`config.mk`:
```
export PLATFORM = sky130hd
export DESIGN_NAME = rbdfd_ctrl
export DESIGN_NICKNAME = d
export VERILOG_FILES = /design/src/rbdfd_pkg.sv /design/src/rbdfd_ctrl.sv
export SDC_FILE = /design/constraint.sdc
export NUM_CORES = 1
export LEC_CHECK = 0
export ABC_AREA = 1
export BUFFER_PORTS_ARGS = -buffer_cell sky130_fd_sc_hd__buf_2
export CORE_MARGIN = 8
export CORE_UTILIZATION = 55
export DETAILED_ROUTE_END_ITERATION = 10
export PLACE_DENSITY = 0.77
export SYNTH_ARGS = -nofsm -noshare
export SYNTH_HDL_FRONTEND = slang
export SYNTH_SLANG_ARGS = --single-unit
```
`constraint.sdc`:
```
create_clock -name i_clk -period 2.5 [get_ports i_clk]
set_input_delay 0.25 -clock i_clk [delete_from_list [all_inputs] [get_ports i_clk]]
set_output_delay 0.25 -clock i_clk [all_outputs]
set_load 0.05 [all_outputs]
```
`src/rbdfd_pkg.sv`:
```
// rbdfd_pkg: shared constants, register codes and payload types for the
// box downscale and frame difference block
// no dependencies
package rbdfd_pkg;

    localparam int CFG_W           = 11;
    localparam int MAX_WIDTH_DEF   = 1024;
    localparam int BLOCK_SIZE_DEF  = 4;
    localparam int MAX_HEIGHT      = 1024;
    localparam int ROW_W           = 10;
    localparam int H_W             = 11;
    localparam int DIFF_W          = 40;
    localparam int SQ_W            = 16;
    localparam int QD              = 8;
    localparam int QPW             = $clog2(QD);
    localparam int QCW             = $clog2(QD + 1);

    localparam logic [CFG_W-1:0] WIDTH_RESET  = 11'd720;
    localparam logic [CFG_W-1:0] HEIGHT_RESET = 11'd576;

    localparam logic REG_FRAME_WIDTH  = 1'b0;
    localparam logic REG_FRAME_HEIGHT = 1'b1;

    localparam logic KIND_THUMB = 1'b0;
    localparam logic KIND_DIFF  = 1'b1;

    typedef struct packed {
        logic [7:0] cap_first_byte;
        logic [7:0] cap_middle_byte;
        logic [7:0] cap_third_byte;
        logic [7:0] ref_first_byte;
        logic [7:0] ref_middle_byte;
        logic [7:0] ref_third_byte;
    } t_in;

    typedef struct packed {
        logic              result_kind;
        logic [7:0]        thumb_first;
        logic [7:0]        thumb_middle;
        logic [7:0]        thumb_third;
        logic [DIFF_W-1:0] frame_difference;
        logic              last_of_run;
    } t_out;

    typedef struct packed {
        logic valid;
        logic inrange;
        logic done;
        logic frame_end;
        logic fwd_hit;
        logic after_clr;
    } t_flags;

    typedef struct packed {
        logic              has_thumb;
        logic              has_diff;
        logic [7:0]        thumb_first;
        logic [7:0]        thumb_middle;
        logic [7:0]        thumb_third;
        logic [DIFF_W-1:0] diff;
    } t_entry;

endpackage

```
`src/rbdfd_ctrl.sv`:
```
// rbdfd_ctrl: frame size registers, raster and block position counters,
// stage flags shared by the lanes and the merge stage
// depends on rbdfd_pkg
module rbdfd_ctrl #(
    parameter int MAX_WIDTH  = rbdfd_pkg::MAX_WIDTH_DEF,
    parameter int BLOCK_SIZE = rbdfd_pkg::BLOCK_SIZE_DEF,
    localparam int NB  = (MAX_WIDTH + BLOCK_SIZE - 1) / BLOCK_SIZE,
    localparam int BCW = $clog2(NB)
) (
    input  logic                        i_clk,
    input  logic                        i_rst_n,
    input  logic                        i_cfg_wr_en,
    input  logic                        i_cfg_index,
    input  logic [rbdfd_pkg::CFG_W-1:0] i_cfg_wr_data,
    input  logic                        i_acc,
    output logic [BCW-1:0]              o_cur_bc,
    output rbdfd_pkg::t_flags           o_s1,
    output logic [BCW-1:0]              o_s1_bc,
    output rbdfd_pkg::t_flags           o_s2
);

    localparam int COLW = $clog2(MAX_WIDTH);
    localparam int CIBW = $clog2(BLOCK_SIZE);
    localparam int EWA  = $clog2(MAX_WIDTH + BLOCK_SIZE + 1);
    localparam int EW   = (EWA > rbdfd_pkg::CFG_W) ? EWA : rbdfd_pkg::CFG_W;
    localparam int HW   = rbdfd_pkg::H_W;

    logic [rbdfd_pkg::CFG_W-1:0] r_width, r_height;
    logic [COLW-1:0]             r_col;
    logic [rbdfd_pkg::ROW_W-1:0] r_row;
    logic [CIBW-1:0]             r_cib, r_rib;
    logic [BCW-1:0]              r_bc;
    logic [EW-1:0]               r_bend;
    logic [HW-1:0]               r_rend;
    rbdfd_pkg::t_flags           r_s1, r_s2;
    logic [BCW-1:0]              r_s1_bc;

    logic [EW-1:0] eff_w;
    logic [HW-1:0] eff_h;
    logic          line_end, frame_end, inrange, done;

    always_comb begin
        if (r_width == '0) begin
            eff_w = EW'(1);
        end else if (EW'(r_width) > EW'(MAX_WIDTH)) begin
            eff_w = EW'(MAX_WIDTH);
        end else begin
            eff_w = EW'(r_width);
        end
        if (r_height == '0) begin
            eff_h = HW'(1);
        end else if (HW'(r_height) > HW'(rbdfd_pkg::MAX_HEIGHT)) begin
            eff_h = HW'(rbdfd_pkg::MAX_HEIGHT);
        end else begin
            eff_h = HW'(r_height);
        end
    end

    assign line_end  = (EW'(r_col) + EW'(1)) >= eff_w;
    assign frame_end = line_end && ((HW'(r_row) + HW'(1)) >= eff_h);
    assign inrange   = (r_bend <= eff_w) && (r_rend <= eff_h);
    assign done      = (r_cib == CIBW'(BLOCK_SIZE - 1)) && (r_rib == CIBW'(BLOCK_SIZE - 1));

    // configuration
    always_ff @(posedge i_clk) begin
        if (!i_rst_n) begin
            r_width  <= rbdfd_pkg::WIDTH_RESET;
            r_height <= rbdfd_pkg::HEIGHT_RESET;
        end else if (i_cfg_wr_en) begin
            unique case (i_cfg_index)
                rbdfd_pkg::REG_FRAME_WIDTH:  r_width  <= i_cfg_wr_data;
                rbdfd_pkg::REG_FRAME_HEIGHT: r_height <= i_cfg_wr_data;
            endcase
        end
    end

    // raster position
    always_ff @(posedge i_clk) begin
        if (!i_rst_n) begin
            r_col  <= '0;
            r_row  <= '0;
            r_cib  <= '0;
            r_rib  <= '0;
            r_bc   <= '0;
            r_bend <= EW'(BLOCK_SIZE);
            r_rend <= HW'(BLOCK_SIZE);
        end else if (i_acc) begin
            if (frame_end) begin
                r_col  <= '0;
                r_row  <= '0;
                r_cib  <= '0;
                r_rib  <= '0;
                r_bc   <= '0;
                r_bend <= EW'(BLOCK_SIZE);
                r_rend <= HW'(BLOCK_SIZE);
            end else if (line_end) begin
                r_col  <= '0;
                r_cib  <= '0;
                r_bc   <= '0;
                r_bend <= EW'(BLOCK_SIZE);
                r_row  <= r_row + 1'b1;
                if (r_rib == CIBW'(BLOCK_SIZE - 1)) begin
                    r_rib  <= '0;
                    r_rend <= r_rend + HW'(BLOCK_SIZE);
                end else begin
                    r_rib <= r_rib + 1'b1;
                end
            end else begin
                r_col <= r_col + 1'b1;
                if (r_cib == CIBW'(BLOCK_SIZE - 1)) begin
                    r_cib  <= '0;
                    r_bc   <= r_bc + 1'b1;
                    r_bend <= r_bend + EW'(BLOCK_SIZE);
                end else begin
                    r_cib <= r_cib + 1'b1;
                end
            end
        end
    end

    // stage flags
    always_ff @(posedge i_clk) begin
        if (!i_rst_n) begin
            r_s1    <= '0;
            r_s2    <= '0;
            r_s1_bc <= '0;
        end else begin
            r_s1.valid     <= i_acc;
            r_s1.inrange   <= inrange;
            r_s1.done      <= done;
            r_s1.frame_end <= frame_end;
            r_s1.fwd_hit   <= r_s1.valid && r_s1.inrange && (r_s1_bc == r_bc);
            r_s1.after_clr <= r_s1.valid && r_s1.frame_end;
            r_s1_bc        <= r_bc;
            r_s2           <= r_s1;
        end
    end

    assign o_cur_bc = r_bc;
    assign o_s1     = r_s1;
    assign o_s1_bc  = r_s1_bc;
    assign o_s2     = r_s2;

endmodule

```
# Word-level counts from Yosys, hierarchy flattened
# Cells that the tools add are included.
[word_totals]
reg_bits = 96
in_bits = 16
out_inout_bits = 28
elab_cells = 80
[op_classes]
n_addsub = 9
n_lt_le_gt_ge = 6
eq_ne = 3
muxes = 23
n_bitwise = 1
reduce_logical = 16
[op_table]
columns = ["operator", "count"]
rows = [
  ["11-bit 2-to-1 mux", 10],
  ["10-bit 2-to-1 mux", 4],
  ["8-bit 2-to-1 mux", 3],
  ["10-bit by 1-bit adder with 11-bit output, second input constant", 2],
  ["11-bit by 3-bit adder with 11-bit output, second input constant", 2],
  ["11-bit greater-or-equal comparator", 2],
  ["11-bit greater-than comparator, second input constant", 2],
  ["11-bit less-or-equal comparator", 2],
  ["11-bit logical NOT", 2],
  ["10-bit by 1-bit adder with 10-bit output, second input constant", 2],
  ["2-bit 2-to-1 mux", 6],
  ["8-bit by 1-bit adder with 8-bit output, second input constant", 1],
  ["8-bit equality test", 1],
  ["2-bit AND reduction", 4],
  ["1-bit logical AND", 6],
  ["2-bit by 1-bit adder with 2-bit output, second input constant", 2],
  ["2-bit equality test, second input constant", 2],
  ["2-bit nonzero test", 2],
  ["3-bit AND reduction", 1],
  ["3-bit nonzero test", 1],
  ["1-bit inverter", 1],
]

# Longest topological paths before layout
[logic_depth]
ltp_word = 7
ltp_mapped = 20
depth_no_buf = 20

# Worst setup path after synthesis
# No wires, ideal clock.
[synth_timing]
path_kind = "register -> register"
startpoint = "register r_col[0]"
endpoint = "register r_bc[6], in the netlist o_cur_bc[6]"
setup_ns = 0.072
arrival_ns = 2.532
required_ns = 2.428
setup_slack_ns = -0.104
stages_incl_launch_ff = 17
n_path_buf = 1
synth_period_minus_slack_ns = 2.604
path_cell_list = "dfxtp_1 > ha_1 > nand2_1 > nor3_1 > nand4_1 > nand2_1 > inv_1 > ha_1 > nand2_1 > nor2_4 > nand3_1 > nor2b_4 > nand2_8 > o21ai_4 > buf_6 > nand2_1 > a21oi_1"
[synth_between]
elab_chain_len = 5
elab_cells_between_ends = 7
classes_between = "add/sub (1); order compare (1); mux (2); reduce/logical (3)"
[synth_lines]
columns = ["item", "line", "source"]
rows = [
  ["start, declared", "rbdfd_ctrl.sv:29", "logic [COLW-1:0] r_col;"],
  ["start signal, assigned", "rbdfd_ctrl.sv:109", "r_col <= r_col + 1'b1;"],
  ["10-bit by 1-bit adder with 11-bit output (*)", "rbdfd_ctrl.sv:59", "assign line_end = (EW'(r_col) + EW'(1)) >= eff_w;"],
  ["11-bit greater-or-equal comparator (*)", "rbdfd_ctrl.sv:59", ""],
  ["1-bit logical AND", "rbdfd_ctrl.sv:60", "assign frame_end = line_end && ((HW'(r_row) + HW'(1)) >= eff_h);"],
  ["3-bit nonzero test (no source line)", "-", ""],
  ["2-bit AND reduction (no source line)", "-", ""],
  ["end signal, assigned", "rbdfd_ctrl.sv:112", "r_bc <= r_bc + 1'b1;"],
  ["end, declared", "rbdfd_ctrl.sv:32", "logic [BCW-1:0] r_bc;"],
]
# Mark *: on every way between the ends. The rest lies on a longest branch, timed or not.
# A chain may end at the register's enable or synchronous reset.

# Final worst setup path
[layout_timing]
startpoint = "register r_row[1] in the netlist's numbering"
endpoint = "register r_row[6] in the netlist's numbering"
[layout_between]
elab_chain_len = 5
elab_cells_between_ends = 8
classes_between = "add/sub (2); order compare (1); mux (2); reduce/logical (3)"
[layout_lines]
columns = ["item", "line", "source"]
rows = [
  ["start, declared", "rbdfd_ctrl.sv:30", "logic [rbdfd_pkg::ROW_W-1:0] r_row;"],
  ["start signal, assigned", "rbdfd_ctrl.sv:101", "r_row <= r_row + 1'b1;"],
  ["10-bit by 1-bit adder with 11-bit output", "rbdfd_ctrl.sv:60", ""],
  ["11-bit greater-or-equal comparator", "rbdfd_ctrl.sv:60", ""],
  ["1-bit logical AND", "rbdfd_ctrl.sv:60", ""],
  ["2-bit nonzero test (no source line)", "-", ""],
  ["2-bit AND reduction (no source line)", "-", ""],
]
# Parallel ways exist; a longest one is shown, timed or not. The select of a mux whose other input is x is not followed.

==> reports/summary.txt <==
Drt pass-1 iters: 5
Detailed-route wire length per cell: 15.36 microns
LEAKAGE: 3.197 nW
Largest area contributor in the netlist: dfxtp_1
I/O Pins: 44
Share of cells above drive strength 1: 27.19%
Die H: 114.9 microns
Vias in the first global route: 5,252
Synth Flop Type: dfxtp_1
GP Congestion: 0.8599
Min-delay worst type: input pin to flip-flop
CTS max path bufs: 2
Net Sw Frac: 31.00%
Arr. time, crit path: 2950 ps
First-pass GRT wire length: 23,940 microns
Mapped cell area: 0.005378 sq mm
Antenna cells: 0
Area grow syn2layout: 28.11%
Final Max Slew Viols: 0
Vias per inst: 5.426
WP data required: 2810 ps
Final ANT Viol Nets: 0
Synth warn: 0
Yosys reg bits: 92
Max Clk Rate: 0.3787 GHz
Seq/Total Area, Yosys: 34.25%
Hpwl dp: 10,170 microns
Internal power: 0.002078 W
GRT overflow: 0
Fin crit share: 105.6%
Clock latency at the later pin of the worst-skew pair: 380 ps
Critical path endpoint category: flip-flop
Type of origin of the critical path: flip-flop
Clock power frac: 33.5%
Post-Synthesis Cells: 761
CP max FO: 5
Die width: 114.9 microns
Max Cap Viol: 0
CTS tree: done
RSZ-0062 raised after global routing: yes
Via count: 5,372
Async S/R FF share, synth: 0%
Fin nets: 915
Fin crit period: 2640 ps
CTS buffer count: 9
Sequential cell area: 0.001852 sq mm
Final wirelength: 15,200 microns
Filler instances: 738
Final worst setup slack: -140.3 ps
Core footprint: 0.009639 sq mm
# port buffers: 43
Die area: 0.01320 sq mm
Count of final hold-check violations: 0
Area of the multi-input gates: 0.003616 sq mm
Setup CP Type: flip-flop to flip-flop
CTS H-tree lvls: 3
Yosys top cell area share: 34.25%
Max transition margin: 62.55%
Worst-case hold slack: 105.6 ps
Worst-margin pin slew: 559.7 ps
Combinational power share: 15.7%
Num rows: 36
Initial Util: 55.79%
Root Driver: clkbuf_8
Reg power frac: 50.8%
Syn Nets: 824
Fin Clk Skew: 14.41 ps
Post-synth EDFFs: 0
Reg clk slew, reported paths: 100 ps
Outcome: complete, but fails checks
Final setup vio count: 47
Clk sink count: 92
Largest cells by area after synthesis: dfxtp_1 (34%), nand2_1 (14%), ha_1 (11%)
Syn Area/Cell: 7.067 sq um
VDD IR max: 0.0002521 V
Initial drt markers: 536
Most common cell after layout, fill and taps aside: nand2_1
Largest net degree at the start of global routing: 52
Power per cell area: 437.2 mW/mm^2
DRC violations left: 0
Psw: 0.0009336 W
# hold bufs at CTS: 0
Unique masters post-synth: 37
Most frequent cells in the layout: nand2_1 (177), inv_1 (84), dfxtp_1 (84)
Failing checks: setup timing
Setup TNS: -3713 ps
Tot GR Track Use: 22.31%
Antenna violations before repair: 0
[through the flow]
step	area [sq um]	utilization [%]	instances	power [W]	setup WS, ps
2_1_floorplan	5384	-	761	0.001797	45.13
3_3_place_gp	6026	62.51	961	0.001920	-119.8
3_5_place_dp	6026	62.51	961	0.001934	-222.6
4_1_cts	6605	68.52	990	0.002966	-29.42
5_1_grt	6889	71.47	990	0.003117	-280.5
6_report	6889	71.47	990	0.003012	-140.3
[flip-flops by register name (all words and copies together) (netlist names)]
name and cells:
r_row 10, r_width 11, r_rend 9, o_s1_bc 8, r_bend 9, o_s1 6, r_col 10, r_rib 2
o_cur_bc 8, r_height 11, r_cib 2, o_s2 6
[power by group through the flow]
stage / Combinational, W / Clock [W] / Sequential [W]
2_1_floorplan: 0.000223 / 0 / 0.00157
3_3_place_gp: 0.000364 / 0 / 0.00156
3_5_place_dp: 0.000376 / 0 / 0.00156
4_1_cts: 0.000424 / 0.00102 / 0.00153
5_1_grt: 0.000523 / 0.00106 / 0.00153
6_report: 0.000474 / 0.00101 / 0.00153
[final cells by class]
type                       count  share of cell area, %
sequential                    92                  26.88
clock buffer                   9                  1.798
clock inverter                 7                 0.9807
multi-input combinational    558                  52.49
timing repair buffer         101                  10.53
tap                          133                  2.416
inverter                      90                  4.904
[critical path, stage by stage (launching register included)]
cell and delay (ps):
dfxtp_2 380, buf_4 130, nand2_2 70, nor3_4 240
nand2_2 130, nor2_4 140, xor2_2 260, ha_4 250
nand2_1 70, nor2_2 50, nand3_1 140, nand4_4 140
buf_6 170, nor2_8 160, nand2_2 80, a21oi_2 140
[worst paths after layout]
kind,from,to,slack [ps],depth (start not counted)
worst min-delay path,i_cfg_wr_data[9],r_height[9]$_SDFFE_PN1P_,110,3
worst max register to register,r_row[1]$_SDFFE_PN0P_,r_row[6]$_SDFFE_PN0P_,-140,15
worst max-delay path,r_row[1]$_SDFFE_PN0P_,r_row[6]$_SDFFE_PN0P_,-140,15
worst min register to register,o_s1[1]$_SDFF_PN0_,o_s2[1]$_SDFF_PN0_,450,2
[what timing repair did]
item,CTS,global route
pin swaps,16,30
resized for setup,61,65
setup buffers,11,4
setup endpoints to repair,52,52
cloned,2,0
[synth_stat cells (2+ instances only)]
cell,count
nand2_1,205
dfxtp_1,92
inv_1,89
nor2_1,84
a21oi_1,50
ha_1,47
nand3_1,42
o21ai_0,28
xor2_1,23
clkbuf_1,15
nand4_1,13
xnor2_1,13
nor3_1,11
nand2_2,10
a21oi_2,5
buf_2,4
nand3b_1,4
buf_6,3
or2_2,3
nor2_2,2
nor2_4,2
[metal layers]
metal  share of wire [%]  track usage (%)
met2                  52            39.95
met3                 5.1            2.679
met4                 3.3            12.00
met5                   0                0
met1                  40            25.31
[cells by family after synthesis]
family          count (synthesis)  synth area share (%)
compound gates                 92                 9.703
xor+xnor                       36                 5.863
fa+ha+maj                      47                 10.94
buf+inv                       113                 8.469
flops                          92                 34.25
simple gates                  381                 30.78
Note: power is estimated with default switching activity, not from simulation.
