**src/rbdfd_pkg.sv**
```systemverilog
// rbdfd_pkg: shared constants, register codes and payload types for the
// box downscale and frame difference block
// no dependencies
package rbdfd_pkg;

    localparam int CFG_W           = 11;
    localparam int MAX_WIDTH_DEF   = 1024;
    localparam int BLOCK_SIZE_DEF  = 4;
    localparam int MAX_HEIGHT      = 1024;
    localparam int ROW_W           = 10;
    localparam int H_W             = 11;
    localparam int DIFF_W          = 40;
    localparam int SQ_W            = 16;
    localparam int QD              = 8;
    localparam int QPW             = $clog2(QD);
    localparam int QCW             = $clog2(QD + 1);

    localparam logic [CFG_W-1:0] WIDTH_RESET  = 11'd720;
    localparam logic [CFG_W-1:0] HEIGHT_RESET = 11'd576;

    localparam logic REG_FRAME_WIDTH  = 1'b0;
    localparam logic REG_FRAME_HEIGHT = 1'b1;

    localparam logic KIND_THUMB = 1'b0;
    localparam logic KIND_DIFF  = 1'b1;

    typedef struct packed {
        logic [7:0] cap_first_byte;
        logic [7:0] cap_middle_byte;
        logic [7:0] cap_third_byte;
        logic [7:0] ref_first_byte;
        logic [7:0] ref_middle_byte;
        logic [7:0] ref_third_byte;
    } t_in;

    typedef struct packed {
        logic              result_kind;
        logic [7:0]        thumb_first;
        logic [7:0]        thumb_middle;
        logic [7:0]        thumb_third;
        logic [DIFF_W-1:0] frame_difference;
        logic              last_of_run;
    } t_out;

    typedef struct packed {
        logic valid;
        logic inrange;
        logic done;
        logic frame_end;
        logic fwd_hit;
        logic after_clr;
    } t_flags;

    typedef struct packed {
        logic              has_thumb;
        logic              has_diff;
        logic [7:0]        thumb_first;
        logic [7:0]        thumb_middle;
        logic [7:0]        thumb_third;
        logic [DIFF_W-1:0] diff;
    } t_entry;

endpackage

```
**src/rbdfd_merge.sv**
```systemverilog
// rbdfd_merge: combines the lane results: frame difference total, result
// queue with slot reservation, and the output channel
// depends on rbdfd_pkg
module rbdfd_merge (
    input  logic                       i_clk,
    input  logic                       i_rst_n,
    input  logic                       i_acc,
    input  rbdfd_pkg::t_flags          i_s2,
    input  logic [7:0]                 i_thumb_first,
    input  logic [7:0]                 i_thumb_middle,
    input  logic [7:0]                 i_thumb_third,
    input  logic [rbdfd_pkg::SQ_W-1:0] i_sq_first,
    input  logic [rbdfd_pkg::SQ_W-1:0] i_sq_middle,
    input  logic [rbdfd_pkg::SQ_W-1:0] i_sq_third,
    output logic                       o_in_stall,
    output logic                       o_out_valid,
    output rbdfd_pkg::t_out            o_out_data,
    input  logic                       i_out_stall
);

    localparam int DW = rbdfd_pkg::DIFF_W;

    logic [DW-1:0]              r_tot;
    rbdfd_pkg::t_entry          r_q [rbdfd_pkg::QD];
    logic [rbdfd_pkg::QPW-1:0]  r_wp, r_rp;
    logic [rbdfd_pkg::QCW-1:0]  r_cnt, r_used;
    logic                       r_sub;

    logic [rbdfd_pkg::SQ_W+1:0] d;
    logic [DW:0]                n_sum;
    logic [DW-1:0]              n_tot;
    logic                       has_thumb, push, pop, show_thumb;
    rbdfd_pkg::t_entry          ent, head;

    assign d     = 18'(i_sq_first) + 18'(i_sq_middle) + 18'(i_sq_third);
    assign n_sum = {1'b0, r_tot} + (DW + 1)'(d);
    assign n_tot = n_sum[DW] ? {DW{1'b1}} : n_sum[DW-1:0];

    assign has_thumb = i_s2.inrange && i_s2.done;
    assign push      = i_s2.valid && (has_thumb || i_s2.frame_end);

    always_comb begin
        ent              = '0;
        ent.has_thumb    = has_thumb;
        ent.has_diff     = i_s2.frame_end;
        ent.thumb_first  = i_thumb_first;
        ent.thumb_middle = i_thumb_middle;
        ent.thumb_third  = i_thumb_third;
        ent.diff         = n_tot;
    end

    assign head        = r_q[r_rp];
    assign o_out_valid = (r_cnt != '0);
    assign show_thumb  = !r_sub && head.has_thumb;
    assign pop         = o_out_valid && !i_out_stall && !(show_thumb && head.has_diff);
    assign o_in_stall  = (r_used >= rbdfd_pkg::QCW'(rbdfd_pkg::QD));

    always_comb begin
        o_out_data = '0;
        if (show_thumb) begin
            o_out_data.result_kind  = rbdfd_pkg::KIND_THUMB;
            o_out_data.thumb_first  = head.thumb_first;
            o_out_data.thumb_middle = head.thumb_middle;
            o_out_data.thumb_third  = head.thumb_third;
            o_out_data.last_of_run  = !head.has_diff;
        end else begin
            o_out_data.result_kind      = rbdfd_pkg::KIND_DIFF;
            o_out_data.frame_difference = head.diff;
            o_out_data.last_of_run      = 1'b1;
        end
    end

    always_ff @(posedge i_clk) begin
        if (push) begin
            r_q[r_wp] <= ent;
        end
    end

    always_ff @(posedge i_clk) begin
        if (!i_rst_n) begin
            r_tot  <= '0;
            r_wp   <= '0;
            r_rp   <= '0;
            r_cnt  <= '0;
            r_used <= '0;
            r_sub  <= 1'b0;
        end else begin
            if (i_s2.valid) begin
                r_tot <= i_s2.frame_end ? '0 : n_tot;
            end
            if (push) begin
                r_wp <= r_wp + 1'b1;
            end
            if (o_out_valid && !i_out_stall) begin
                if (pop) begin
                    r_rp  <= r_rp + 1'b1;
                    r_sub <= 1'b0;
                end else begin
                    r_sub <= 1'b1;
                end
            end
            r_cnt  <= r_cnt + rbdfd_pkg::QCW'(push) - rbdfd_pkg::QCW'(pop);
            r_used <= r_used + rbdfd_pkg::QCW'(i_acc)
                      - rbdfd_pkg::QCW'(i_s2.valid && !push) - rbdfd_pkg::QCW'(pop);
        end
    end

    a_cnt_within_resv: assert property (@(posedge i_clk) disable iff (!i_rst_n)
        r_cnt <= r_used)
        else $error("queue holds more entries than reserved");

    a_push_not_full: assert property (@(posedge i_clk) disable iff (!i_rst_n)
        push |-> (r_cnt < rbdfd_pkg::QCW'(rbdfd_pkg::QD)))
        else $error("result pushed into a full queue");

    a_second_is_diff: assert property (@(posedge i_clk) disable iff (!i_rst_n)
        (o_out_valid && r_sub) |-> head.has_diff)
        else $error("second result of an entry without a difference total");

endmodule

```
**config.mk**
```make
export PLATFORM = sky130hd
export DESIGN_NAME = rbdfd_merge
export DESIGN_NICKNAME = d
export VERILOG_FILES = /design/src/rbdfd_pkg.sv /design/src/rbdfd_merge.sv
export SDC_FILE = /design/constraint.sdc
export NUM_CORES = 1
export LEC_CHECK = 0
export BUFFER_PORTS_ARGS = -buffer_cell sky130_fd_sc_hd__buf_2
export CORE_MARGIN = 1.5
export CORE_UTILIZATION = 45
export CTS_CLUSTER_DIAMETER = 50
export DETAILED_ROUTE_END_ITERATION = 16
export PLACE_DENSITY_LB_ADDON = 0.12
export SLEW_MARGIN = 40
export SYNTH_ARGS = -nofsm -noshare
export SYNTH_HDL_FRONTEND = slang
export SYNTH_SLANG_ARGS = --single-unit
```
**constraint.sdc**
```tcl
create_clock -name i_clk -period 6.1 [get_ports i_clk]
set_input_delay 0.61 -clock i_clk [delete_from_list [all_inputs] [get_ports i_clk]]
set_output_delay 0.61 -clock i_clk [all_outputs]
set_load 0.05 [all_outputs]
```
# == Word level (Yosys, flattened, before mapping) ==
# Memories as Yosys holds them, arrays and structs flattened. A register that Yosys moved wholly into a read port is not among the register bits.
# Cells that the tools add are included.
# word_totals
regBits,55
mem_bits_rw,528
in_bits,82
mem_count,1
# classes
addsub,10
order_cmp,1
n_mux,11
n_reduce_logical,15
# memory_table
name,words,width,read_ports,rd_clocked_by_memory_dff,wr,line,source
r_q,8,66,1,1,1,rbdfd_merge.sv:24,rbdfd_pkg::t_entry r_q [rbdfd_pkg::QD];
# op_table
operator,n
40-bit 2-to-1 mux,3
40-bit by 18-bit adder with 41-bit output,1
24-bit 2-to-1 mux,1
17-bit by 16-bit adder with 18-bit output,1
16-bit by 16-bit adder with 17-bit output,1
4-bit by 1-bit subtractor with 4-bit output,3
4-bit by 1-bit adder with 4-bit output,2
1-bit logical AND,7
"3-bit by 1-bit adder with 3-bit output, second input constant",2
3-bit 2-to-1 mux,2
1-bit logical NOT,5
1-bit 2-to-1 mux,5
"4-bit greater-or-equal comparator, second input constant",1
4-bit nonzero test,1
2-bit AND reduction,1
1-bit logical OR,1

# == Longest topological paths before layout ==
# Gate-level depths: netlist of run 1.
# logic_depth
ltp_word,8
ltp_mapped,15
mapped_depth_nobuf,14

# == Worst setup path before layout of run 1 ==
# No wires, ideal clock.
# synth_timing
path_kind,input to register
start,input port i_s2[4] (netlist bit)
end,memory r_q[0][0] (netlist bit) (enable)
t_arrival_ps,5659
required_time_ps,5529
setup_slack_ps,-130
cell_stages,4
n_path_buf,0
cell_sequence,and2_1 > o21a_1 > nand2b_1 > nor3_1
# synth_between
elab_chain_cells,5
# synth_rtl
item,line,source
from (decl),rbdfd_merge.sv:8,"input rbdfd_pkg::t_flags i_s2,"
1-bit logical AND,rbdfd_merge.sv:39,assign has_thumb = i_s2.inrange && i_s2.done;
1-bit logical OR,rbdfd_merge.sv:40,assign push = i_s2.valid && (has_thumb || i_s2.frame_end);
1-bit logical AND,rbdfd_merge.sv:40,
1-bit 2-to-1 mux,rbdfd_merge.sv:74,if (push) begin
1-bit 2-to-1 mux (not written as such),rbdfd_merge.sv:75,r_q[r_wp] <= ent;
to (decl),rbdfd_merge.sv:24,
# Every way passes these cells.

==> results of run 1 <==
-- where the power goes --
group / switching (uW) / internal (uW) / total (uW)
clock: 1570 / 2240 / 3800
combinational: 2440 / 1320 / 3760
sequential: 105 / 4830 / 4940
total: 4110 / 8390 / 12500
-- layer usage --
metal | vias up | global-route usage (%)
met4 | 2 | 5.64
li1 | 6119 | -
met1 | 6917 | 27.3
met5 | - | 0
met3 | 65 | 3.00
met2 | 283 | 32.3
-- cell usage in the layout (no fill, tap or decap), types with 8 or more instances in the layout --
master and instances:
ha_1 30, nand2_2 10, clkbuf_1 13, dfxtp_1 55
a22o_1 20, mux2i_1 67, o21ai_0 21, xnor2_1 12
edfxtp_1 528, and2_1 15, mux4_2 132, nand3_1 11
fa_1 35, inv_1 123, nand2b_1 11, nand4_1 8
nor2_1 93, a21oi_1 53, a31oi_1 8, o211ai_1 12
buf_4 18, buf_2 147, nand2_1 48, clkbuf_16 73
clkinv_2 9, xor2_1 15, nor3_1 10
-- final cells by class --
class,count,area [sq um]
Tap cell,748,936
Fill cell,4476,26100
Sequential cell,586,17000
Multi-Input combinational cell,715,7470
Inverter,124,467
Clock buffer,90,1930
Clock inverter,27,181
Timing Repair Buffer,175,1050
-- cells by family (layout without fill, tap and decap cells) --
group	count (synthesis)	count (layout)	synth area share (%)
muxes	199	199	14.5
buffers and inverters	194	416	3.11
AOI/OAI and AO/OA	174	174	4.83
DFF	586	586	67.6
adders and majority gates	65	65	4.28
xor gates and xnor gates	27	27	0.940
and+or+nand+nor	250	250	4.76
-- per-stage QoR --
step                      hold WS (ps)  utilization [%]
final                              295             52.6
after global routing               291             52.6
after detailed placement           462             48.7
after global placement             458             48.6
after CTS                          256             52.6
after floorplan                    442                -
-- synthesized netlist by cell type (11+ instances only) --
| cell | number | area share [%] |
|---|---|---|
| edfxtp_1 | 528 | 63 |
| mux4_2 | 132 | 12 |
| inv_1 | 123 | 1.8 |
| nor2_1 | 100 | 1.5 |
| mux2i_1 | 67 | 2.7 |
| dfxtp_1 | 58 | 4.6 |
| a21oi_1 | 55 | 1.1 |
| nand2_1 | 48 | 0.72 |
| clkbuf_1 | 37 | 0.55 |
| fa_1 | 35 | 2.8 |
| ha_1 | 30 | 1.5 |
| buf_2 | 23 | 0.46 |
| o21ai_0 | 21 | 0.42 |
| a22o_1 | 20 | 0.70 |
| and2_1 | 15 | 0.37 |
| xor2_1 | 15 | 0.52 |
| nor3_1 | 13 | 0.26 |
| o211ai_1 | 12 | 0.36 |
| xnor2_1 | 12 | 0.42 |
| nand2b_1 | 11 | 0.27 |
| nand3_1 | 11 | 0.22 |
-- path summary, 6_finish.rpt --
kind | from | end | slack (ps)
worst max register to register | r_tot[10] | r_q[7][30] | 2050
worst max-delay path | flop | o_out_data[34] | 1800
worst min register to register | r_tot[11] | r_tot[11] | 480
worst min-delay path | i_thumb_first[5] | r_q[4][61] | 300
-- sequential cells by signal, summed over array words and instances, names as in the netlist, named ones only --
| name | flops |
|---|---|
| r_used | 4 |
| r_cnt | 4 |
| r_rp | 3 |
| r_tot | 40 |
| r_sub | 1 |
| r_wp | 3 |
| r_q | 528 |
==> impl_metrics.env, run 1 <==
export IMPL_cts_sinks=586
export IMPL_synthCells=1495
export IMPL_wl_met2_um=26700
export IMPL_yosys_most_used_dff="edfxtp_1"
export IMPL_min_path_cells=1
export IMPL_n_antenna_cell=0
export IMPL_syn_avg_cell_area_sq_um=16.8
export IMPL_drc_errors=0
export IMPL_ctsResizeCount=0
export IMPL_synth_enable_flop_cells=528
export IMPL_p_total_uw=12500
export IMPL_reg2reg_depth=9
export IMPL_period_share_pct=70.5
export IMPL_drtIter0Drc=886
export IMPL_ys_warnings_count=0
export IMPL_gr_total_overflow=0
export IMPL_path_cells="buf_4, buf_6, mux4_2, mux2i_1, nor2_1, buf_2"
export IMPL_htreeDepth=3
export IMPL_hpwlAfterDp_um=32200
export IMPL_fin_area_sq_um=29100
export IMPL_dpl_cell_count=2347
export IMPL_wl_met3_um=2160
export IMPL_endpoint_kind="primary output"
export IMPL_worst_pin_slew_ps=860
export IMPL_clk_pin_slew_ps=60
export IMPL_worst_path_max_delay_cell="dfxtp_4"
export IMPL_arrival_ps=3690
export IMPL_rsz0062_at_grt="no"
export IMPL_grt_pass1_vias=14000
export IMPL_required_ps=5490
export IMPL_final_max_slew_viol_count=0
export IMPL_coreArea_sq_um=55200
export IMPL_crit_buf_inv=3
export IMPL_ys_seq_area_share_pct=67.6
export IMPL_hp_class="input pin to flop"
export IMPL_crit_family="buffers and inverters"
export IMPL_wl_um=55000
export IMPL_place_gp_congestion=0.811
export IMPL_cp_max_fo=63
export IMPL_hold_violations=0
export IMPL_avgRoutedWirePerCell_um=22.3
export IMPL_finalNonFillerCells=2465
export IMPL_period_minus_slack_ps=4300
export IMPL_synthesis_nets=1642
export IMPL_layout_setup_ws_ps=1800
export IMPL_ioPinCount=150
export IMPL_drive_above_1_share_pct=26.0
export IMPL_fp_dieArea_sq_um=57400
export IMPL_die_w_um=240
export IMPL_antenna_left=0
export IMPL_maxUsedRoutingLayer="met5"
export IMPL_grt_max_degree=64
export IMPL_setup_violations=0
export IMPL_die_h_um=240
export IMPL_crit_type="flop to primary output"
export IMPL_clk_path_buf_depth=3
export IMPL_dpl_worst_slack_ps=1210
export IMPL_io_buffers=147
export IMPL_holdBufCountCts=0
export IMPL_clk_insertion_delay_late_ps=600
export IMPL_fin_nets=1817
export IMPL_cts_setup_buffers=0
export IMPL_powerDensity_nw_per_um2=430
export IMPL_syn_area_sq_um=25200
export IMPL_cpPeakStageDelay_ps=760
export IMPL_via_count=13400
export IMPL_cts_root_buf="clkbuf_16"
export IMPL_grt_pass1_wl_um=83600
export IMPL_fin_skew_ps=30.0
export IMPL_async_reset_ff_share_pct=0
export IMPL_cap_violations=0
export IMPL_row_count=86
export IMPL_area_growth_pct=15.5
export IMPL_synth_seq_cells=586
export IMPL_ir_drop_uv=243
export IMPL_synth_cell_types=68
export IMPL_status="complete, no violations"
export IMPL_fmax_ghz=0.232
export IMPL_cts_tree="done"
export IMPL_p_leak_uw=0.00994
export IMPL_cp_start_kind="flop"
export IMPL_slew_limit_headroom_pct=42.6
export IMPL_cts_buffers=68
export IMPL_placed_area_sq_um=26900
export IMPL_antenna_found_initial=1
export IMPL_start_util_pct=45.6
export IMPL_grt_util_all_layers_pct=19.7
export IMPL_vias_per_cell=5.43
export IMPL_wl_met1_um=25300
export IMPL_fin_setup_tns_ps=0
export IMPL_path_depth=6
export IMPL_drt_pass1_iterations=5
(Power assumes the default switching activity.)
==> run 2: changes to the inputs <==
--- a/config.mk
+++ b/config.mk
@@ -5,6 +5,7 @@
 export SDC_FILE = /design/constraint.sdc
 export NUM_CORES = 1
 export LEC_CHECK = 0
+export ABC_AREA = 1
 export BUFFER_PORTS_ARGS = -buffer_cell sky130_fd_sc_hd__buf_2
 export CORE_MARGIN = 1.5
 export CORE_UTILIZATION = 45
==> constraint.sdc (replaced) <==
create_clock -name i_clk -period 4.1 [get_ports i_clk]
set_input_delay 0.41 -clock i_clk [delete_from_list [all_inputs] [get_ports i_clk]]
set_output_delay 0.41 -clock i_clk [all_outputs]
set_load 0.05 [all_outputs]
==> impl_metrics.env, run 2 <==
export IMPL_grt_pass1_vias=17600
export IMPL_synth_enable_flop_cells=528
export IMPL_n_antenna_cell=0
export IMPL_switching_share_pct=40.2
export IMPL_holdBufCountCts=0
export IMPL_coreArea_sq_um=57700
export IMPL_ioPinCount=150
export IMPL_dpl_worst_slack_ps=243
export IMPL_period_minus_slack_ps=3790
export IMPL_yosys_cell_count_top_type="nand2_1"
export IMPL_largest_register_ffs=528
export IMPL_cap_violations=0
export IMPL_ir_drop_uv=531
export IMPL_regMostFlops="r_q"
export IMPL_hpwlAfterDp_um=38100
export IMPL_endpoint_kind="primary output"
export IMPL_clk_path_buf_depth=3
export IMPL_synth_seq_cells=586
export IMPL_async_reset_ff_share_pct=0
export IMPL_reg_top3="r_q x528, r_tot x40"
export IMPL_slew_limit_headroom_pct=47.2
export IMPL_ys_warnings_count=0
export IMPL_wl_um=64800
export IMPL_final_cell_mix="nand2_1 (644), edfxtp_1 (528), inv_1 (268)"
export IMPL_start_util_pct=45.5
export IMPL_cp_start_kind="flop"
export IMPL_layout_setup_ws_ps=306
export IMPL_drt_pass1_iterations=7
export IMPL_place_gp_congestion=0.907
export IMPL_via_count=17800
export IMPL_die_w_um=245
export IMPL_cts_sinks=586
export IMPL_fmax_ghz=0.264
export IMPL_setup_violations=0
export IMPL_synthCells=2388
export IMPL_synth_cell_types=38
export IMPL_layout_cells_most_common="nand2_1"
export IMPL_cp_max_fo=33
export IMPL_die_h_um=245
export IMPL_antenna_left=0
export IMPL_drive_above_1_share_pct=13.1
export IMPL_syn_area_sq_um=26300
export IMPL_synth_largest_area_cell="edfxtp_1"
export IMPL_fin_nets=2684
export IMPL_rsz0062_at_grt="no"
export IMPL_htreeDepth=3
export IMPL_vias_per_cell=5.32
export IMPL_hp_class="input pin to flop"
export IMPL_status="complete, no violations"
export IMPL_hold_violations=0
export IMPL_grt_util_all_layers_pct=22.0
export IMPL_synth_commonest_cells="nand2_1 (644), edfxtp_1 (528), inv_1 (271), a21oi_1 (247), nor2_1 (96)"
export IMPL_clk_pin_slew_ps=60
export IMPL_cts_setup_buffers=0
export IMPL_gr_total_overflow=0
export IMPL_clk_insertion_delay_late_ps=590
export IMPL_ys_seq_area_share_pct=64.8
export IMPL_cts_tree="done"
export IMPL_antenna_found_initial=0
export IMPL_grt_pass1_wl_um=101000
export IMPL_fp_dieArea_sq_um=59800
export IMPL_fin_area_sq_um=30200
export IMPL_cts_root_buf="clkbuf_16"
export IMPL_yosys_most_used_dff="edfxtp_1"
export IMPL_required_ps=3690
export IMPL_avgRoutedWirePerCell_um=19.3
export IMPL_p_switching_uw=8730
export IMPL_clkPwrFrac_pct=26.4
export IMPL_powerDensity_nw_per_um2=718
export IMPL_row_count=88
export IMPL_io_buffers=147
export IMPL_p_leak_uw=0.0119
export IMPL_final_max_slew_viol_count=0
export IMPL_placed_area_sq_um=28100
export IMPL_fin_skew_ps=24.3
export IMPL_crit_type="flop to primary output"
export IMPL_grt_max_degree=164
export IMPL_area_growth_pct=15.0
export IMPL_comb_power_share_pct=39.8
export IMPL_cts_buffers=68
export IMPL_synthesis_nets=2535
export IMPL_synthTopCellsByArea="edfxtp_1 (60%), nand2_1 (9.2%), a21oi_1 (4.7%), dfxtp_1 (4.4%), inv_1 (3.9%)"
export IMPL_power_frac_seq_pct=33.8
export IMPL_p_int_uw=13000
export IMPL_drc_errors=0
export IMPL_worst_pin_slew_ps=790
export IMPL_syn_avg_cell_area_sq_um=11.0
export IMPL_arrival_ps=3380
export IMPL_synth_top_cell_area_share_pct=60.4
export IMPL_drtIter0Drc=1247
export IMPL_ctsResizeCount=0
export IMPL_period_share_pct=92.5
==> run 2: cell families after synthesis <==
logic type                 Yosys count  synth area share, %
buffers and inverters              400                 5.96
and+or+nand+nor                    858                 13.3
adders and majority gates           65                 4.10
xor gates and xnor gates            16                0.534
DFF                                586                 64.8
AOI/OAI and AO/OA                  463                 11.4
==> run 2: worst max-delay path: stages (launching register included) <==
cell and delay (ps):
dfxtp_4 680, inv_6 220, o21ai_0 140, o22ai_1 90
nor2_1 90, nor2_1 70, inv_2 580, buf_4 340
o211ai_1 130, inv_1 150, buf_2 290
==> run 2: through the flow <==
stage / util [%] / hold WS [ps] / instances / setup TNS (ps) / total power (uW)
final: 52.4 / 99.6 / 3352 / 0 / 21700
after global routing: 52.4 / 89.9 / 3352 / 0 / 22900
after CTS: 52.3 / 64.8 / 3350 / 0 / 21900
after detailed placement: 48.6 / 459 / 3230 / 0 / 16100
after global placement: 48.5 / 457 / 3228 / 0 / 16000
after floorplan: - / 445 / 2388 / -45300 / 13600
==> run 2: path summary, 6_finish.rpt <==
kind / start / to / slack (ps) / depth (start not counted)
worst max-delay path: flop / o_out_data[22] / 310 / 10
worst max register to register: flop / r_used[3] / 560 / 16
worst min register to register: r_tot[11] / r_tot[11] / 460 / 2
worst min-delay path: i_thumb_middle[6] / r_q[0][54] / 100 / 1
==> run 2: area by class of cell <==
cell class	instances	area [sq um]
clock buffer	88	1810
multi-input combinational	1402	7750
clock inverter	32	290
tap	765	957
inverter	276	1050
sequential	586	17000
fill	5144	27500
timing repair buffer	203	1330
==> run 2: layer usage <==
layer	part of all wire, %	track usage, %	wire length [um]
met2	47	35.4	30200
met3	5.5	3.38	3570
met1	46	30.7	29600
met4	2.3	6.92	1470
met5	0	0	0
==> run 2: power by group through the flow <==
| stage | logic (uW) | clock network (uW) | registers [uW] |
|---|---|---|---|
| CTS | 8660 | 5860 | 7350 |
| finish | 8630 | 5730 | 7340 |
| global route | 9460 | 6100 | 7370 |
| detailed placement | 8640 | 0 | 7470 |
| floorplan | 6260 | 0 | 7380 |
| global placement | 8520 | 0 | 7470 |
==> run 3: changes to the inputs <==
--- a/config.mk
+++ b/config.mk
@@ -9,6 +9,7 @@
 export BUFFER_PORTS_ARGS = -buffer_cell sky130_fd_sc_hd__buf_2
 export CORE_MARGIN = 1.5
 export CORE_UTILIZATION = 45
+export CTS_BUF_LIST = sky130_fd_sc_hd__clkbuf_4 sky130_fd_sc_hd__clkbuf_8
 export CTS_CLUSTER_DIAMETER = 50
 export DETAILED_ROUTE_END_ITERATION = 16
 export PLACE_DENSITY_LB_ADDON = 0.12
==> constraint.sdc (replaced) <==
create_clock -name i_clk -period 4.1 [get_ports i_clk]
set_input_delay 1.23 -clock i_clk [delete_from_list [all_inputs] [get_ports i_clk]]
set_output_delay 1.23 -clock i_clk [all_outputs]
set_load 0.05 [all_outputs]
==> impl_metrics.env, run 3 (synthesis gave the netlist of run 2 again) <==
export IMPL_status="complete, no violations"
export IMPL_clk_path_buf_depth=3
export IMPL_place_gp_congestion=0.887
export IMPL_htreeDepth=3
export IMPL_via_count=18700
export IMPL_worst_pin_slew_ps=636
export IMPL_final_max_slew_viol_count=0
export IMPL_die_h_um=245
export IMPL_wl_um=68300
export IMPL_regMostFlops="r_q"
export IMPL_largest_register_ffs=528
export IMPL_holdBufCountCts=0
export IMPL_clk_pin_slew_ps=70
export IMPL_antenna_found_initial=3
export IMPL_fin_area_sq_um=31400
export IMPL_reg_top3="r_q x528, r_tot x40"
export IMPL_final_cell_mix="nand2_1 (644), edfxtp_1 (528), inv_1 (268)"
export IMPL_fin_skew_ps=33.4
export IMPL_setup_violations=0
export IMPL_wl_met3_um=3890
export IMPL_cap_violations=0
export IMPL_multi_input_area_sq_um=7800
export IMPL_grt_max_degree=108
export IMPL_fin_setup_tns_ps=0
export IMPL_vias_per_cell=5.31
export IMPL_cp_max_fo=15
export IMPL_arrival_ps=2760
export IMPL_cts_buffers=96
export IMPL_hold_violations=0
export IMPL_antenna_left=0
export IMPL_avgRoutedWirePerCell_um=19.4
export IMPL_area_growth_pct=19.7
export IMPL_cts_sinks=586
export IMPL_finalNonFillerCells=3514
export IMPL_coreArea_sq_um=57700
export IMPL_period_share_pct=97.4
export IMPL_placed_area_sq_um=28900
export IMPL_wl_met2_um=32200
export IMPL_drt_pass1_iterations=5
export IMPL_io_buffers=147
export IMPL_wl_met1_um=31000
export IMPL_ioPinCount=150
export IMPL_hpwlAfterDp_um=39300
export IMPL_fp_dieArea_sq_um=59800
export IMPL_required_ps=2870
export IMPL_slew_limit_headroom_pct=57.6
export IMPL_powerDensity_nw_per_um2=716
export IMPL_grt_pass1_wl_um=105000
export IMPL_hp_class="flop to flop"
export IMPL_cp_start_kind="flop"
export IMPL_grt_util_all_layers_pct=22.7
export IMPL_fmax_ghz=0.251
export IMPL_endpoint_kind="primary output"
export IMPL_clk_insertion_delay_late_ps=690
export IMPL_p_leak_uw=0.0126
export IMPL_crit_type="flop to primary output"
export IMPL_grt_pass1_vias=18400
export IMPL_dpl_cell_count=3322
export IMPL_fin_nets=2819
export IMPL_start_util_pct=45.5
export IMPL_seqCellArea_sq_um=17000
export IMPL_ir_drop_uv=439
export IMPL_p_total_uw=22500
export IMPL_die_w_um=245
export IMPL_period_minus_slack_ps=3990
export IMPL_gr_total_overflow=0
export IMPL_cts_root_buf="clkbuf_8"
export IMPL_layout_cells_most_common="nand2_1"
export IMPL_min_path_cells=2
export IMPL_drc_errors=0
export IMPL_fill_cells=5109
export IMPL_cts_tree="done"
export IMPL_reg2reg_depth=16
export IMPL_row_count=88
export IMPL_drive_above_1_share_pct=19.0
export IMPL_drtIter0Drc=1172
export IMPL_maxUsedRoutingLayer="met4"
-- run 3: power by group --
part | switching, uW | internal, uW
sequential | 131 | 7190
clock | 2290 | 3140
combinational | 6590 | 3170
-- run 3: through the flow --
stage	hold WS [ps]	util (%)	setup WS (ps)
after detailed placement	460	50.1	-341
after floorplan	445	-	-992
after CTS	469	54.0	3.93
final	468	54.5	108
after global routing	488	54.5	-27.1
after global placement	458	50.0	-335
-- run 3: critical path, cell delays in order (launching register included) --
cell and delay (ps):
dfxtp_4 500, clkinv_16 140, o21ai_0 170, o22ai_1 90, nor2_1 190, nor2_4 60
clkinv_4 140, buf_12 160, buf_4 120, o211ai_1 80, inv_1 120, buf_2 280
-- run 3: metal layers --
metal / up-vias / GRT usage, %
li1: 8858 / -
met1: 9160 / 31.5
met2: 553 / 37.0
met3: 86 / 3.36
met4: 0 / 6.66
met5: - / 0
-- run 3: path summary, 6_finish.rpt --
check                               from             end  slack [ps]
worst min register to register  r_tot[5]        r_tot[5]         470
worst max register to register      flop       r_used[3]         540
worst min-delay path            r_tot[5]        r_tot[5]         470
worst max-delay path                flop  o_out_data[21]         110
-- run 3: cell type report --
type	instances	share of cell area, %
well taps	765	3.05
diodes	2	0.0159
clock buffers	136	5.32
flip-flops and latches	586	54.2
inverters	276	3.43
clock inverters	37	1.27
repair buffers	308	7.86
multi-input cells	1402	24.8
repair inverters	2	0.0717
-- run 3: what timing repair did --
| item | in CTS | in global routing |
|---|---|---|
| setup endpoints to repair | 38 | 44 |
| gates resized for setup | 28 | 43 |
| buffers inserted | 2 | 8 |
| cloned | 3 | 4 |
| pin swaps | 1 | 6 |
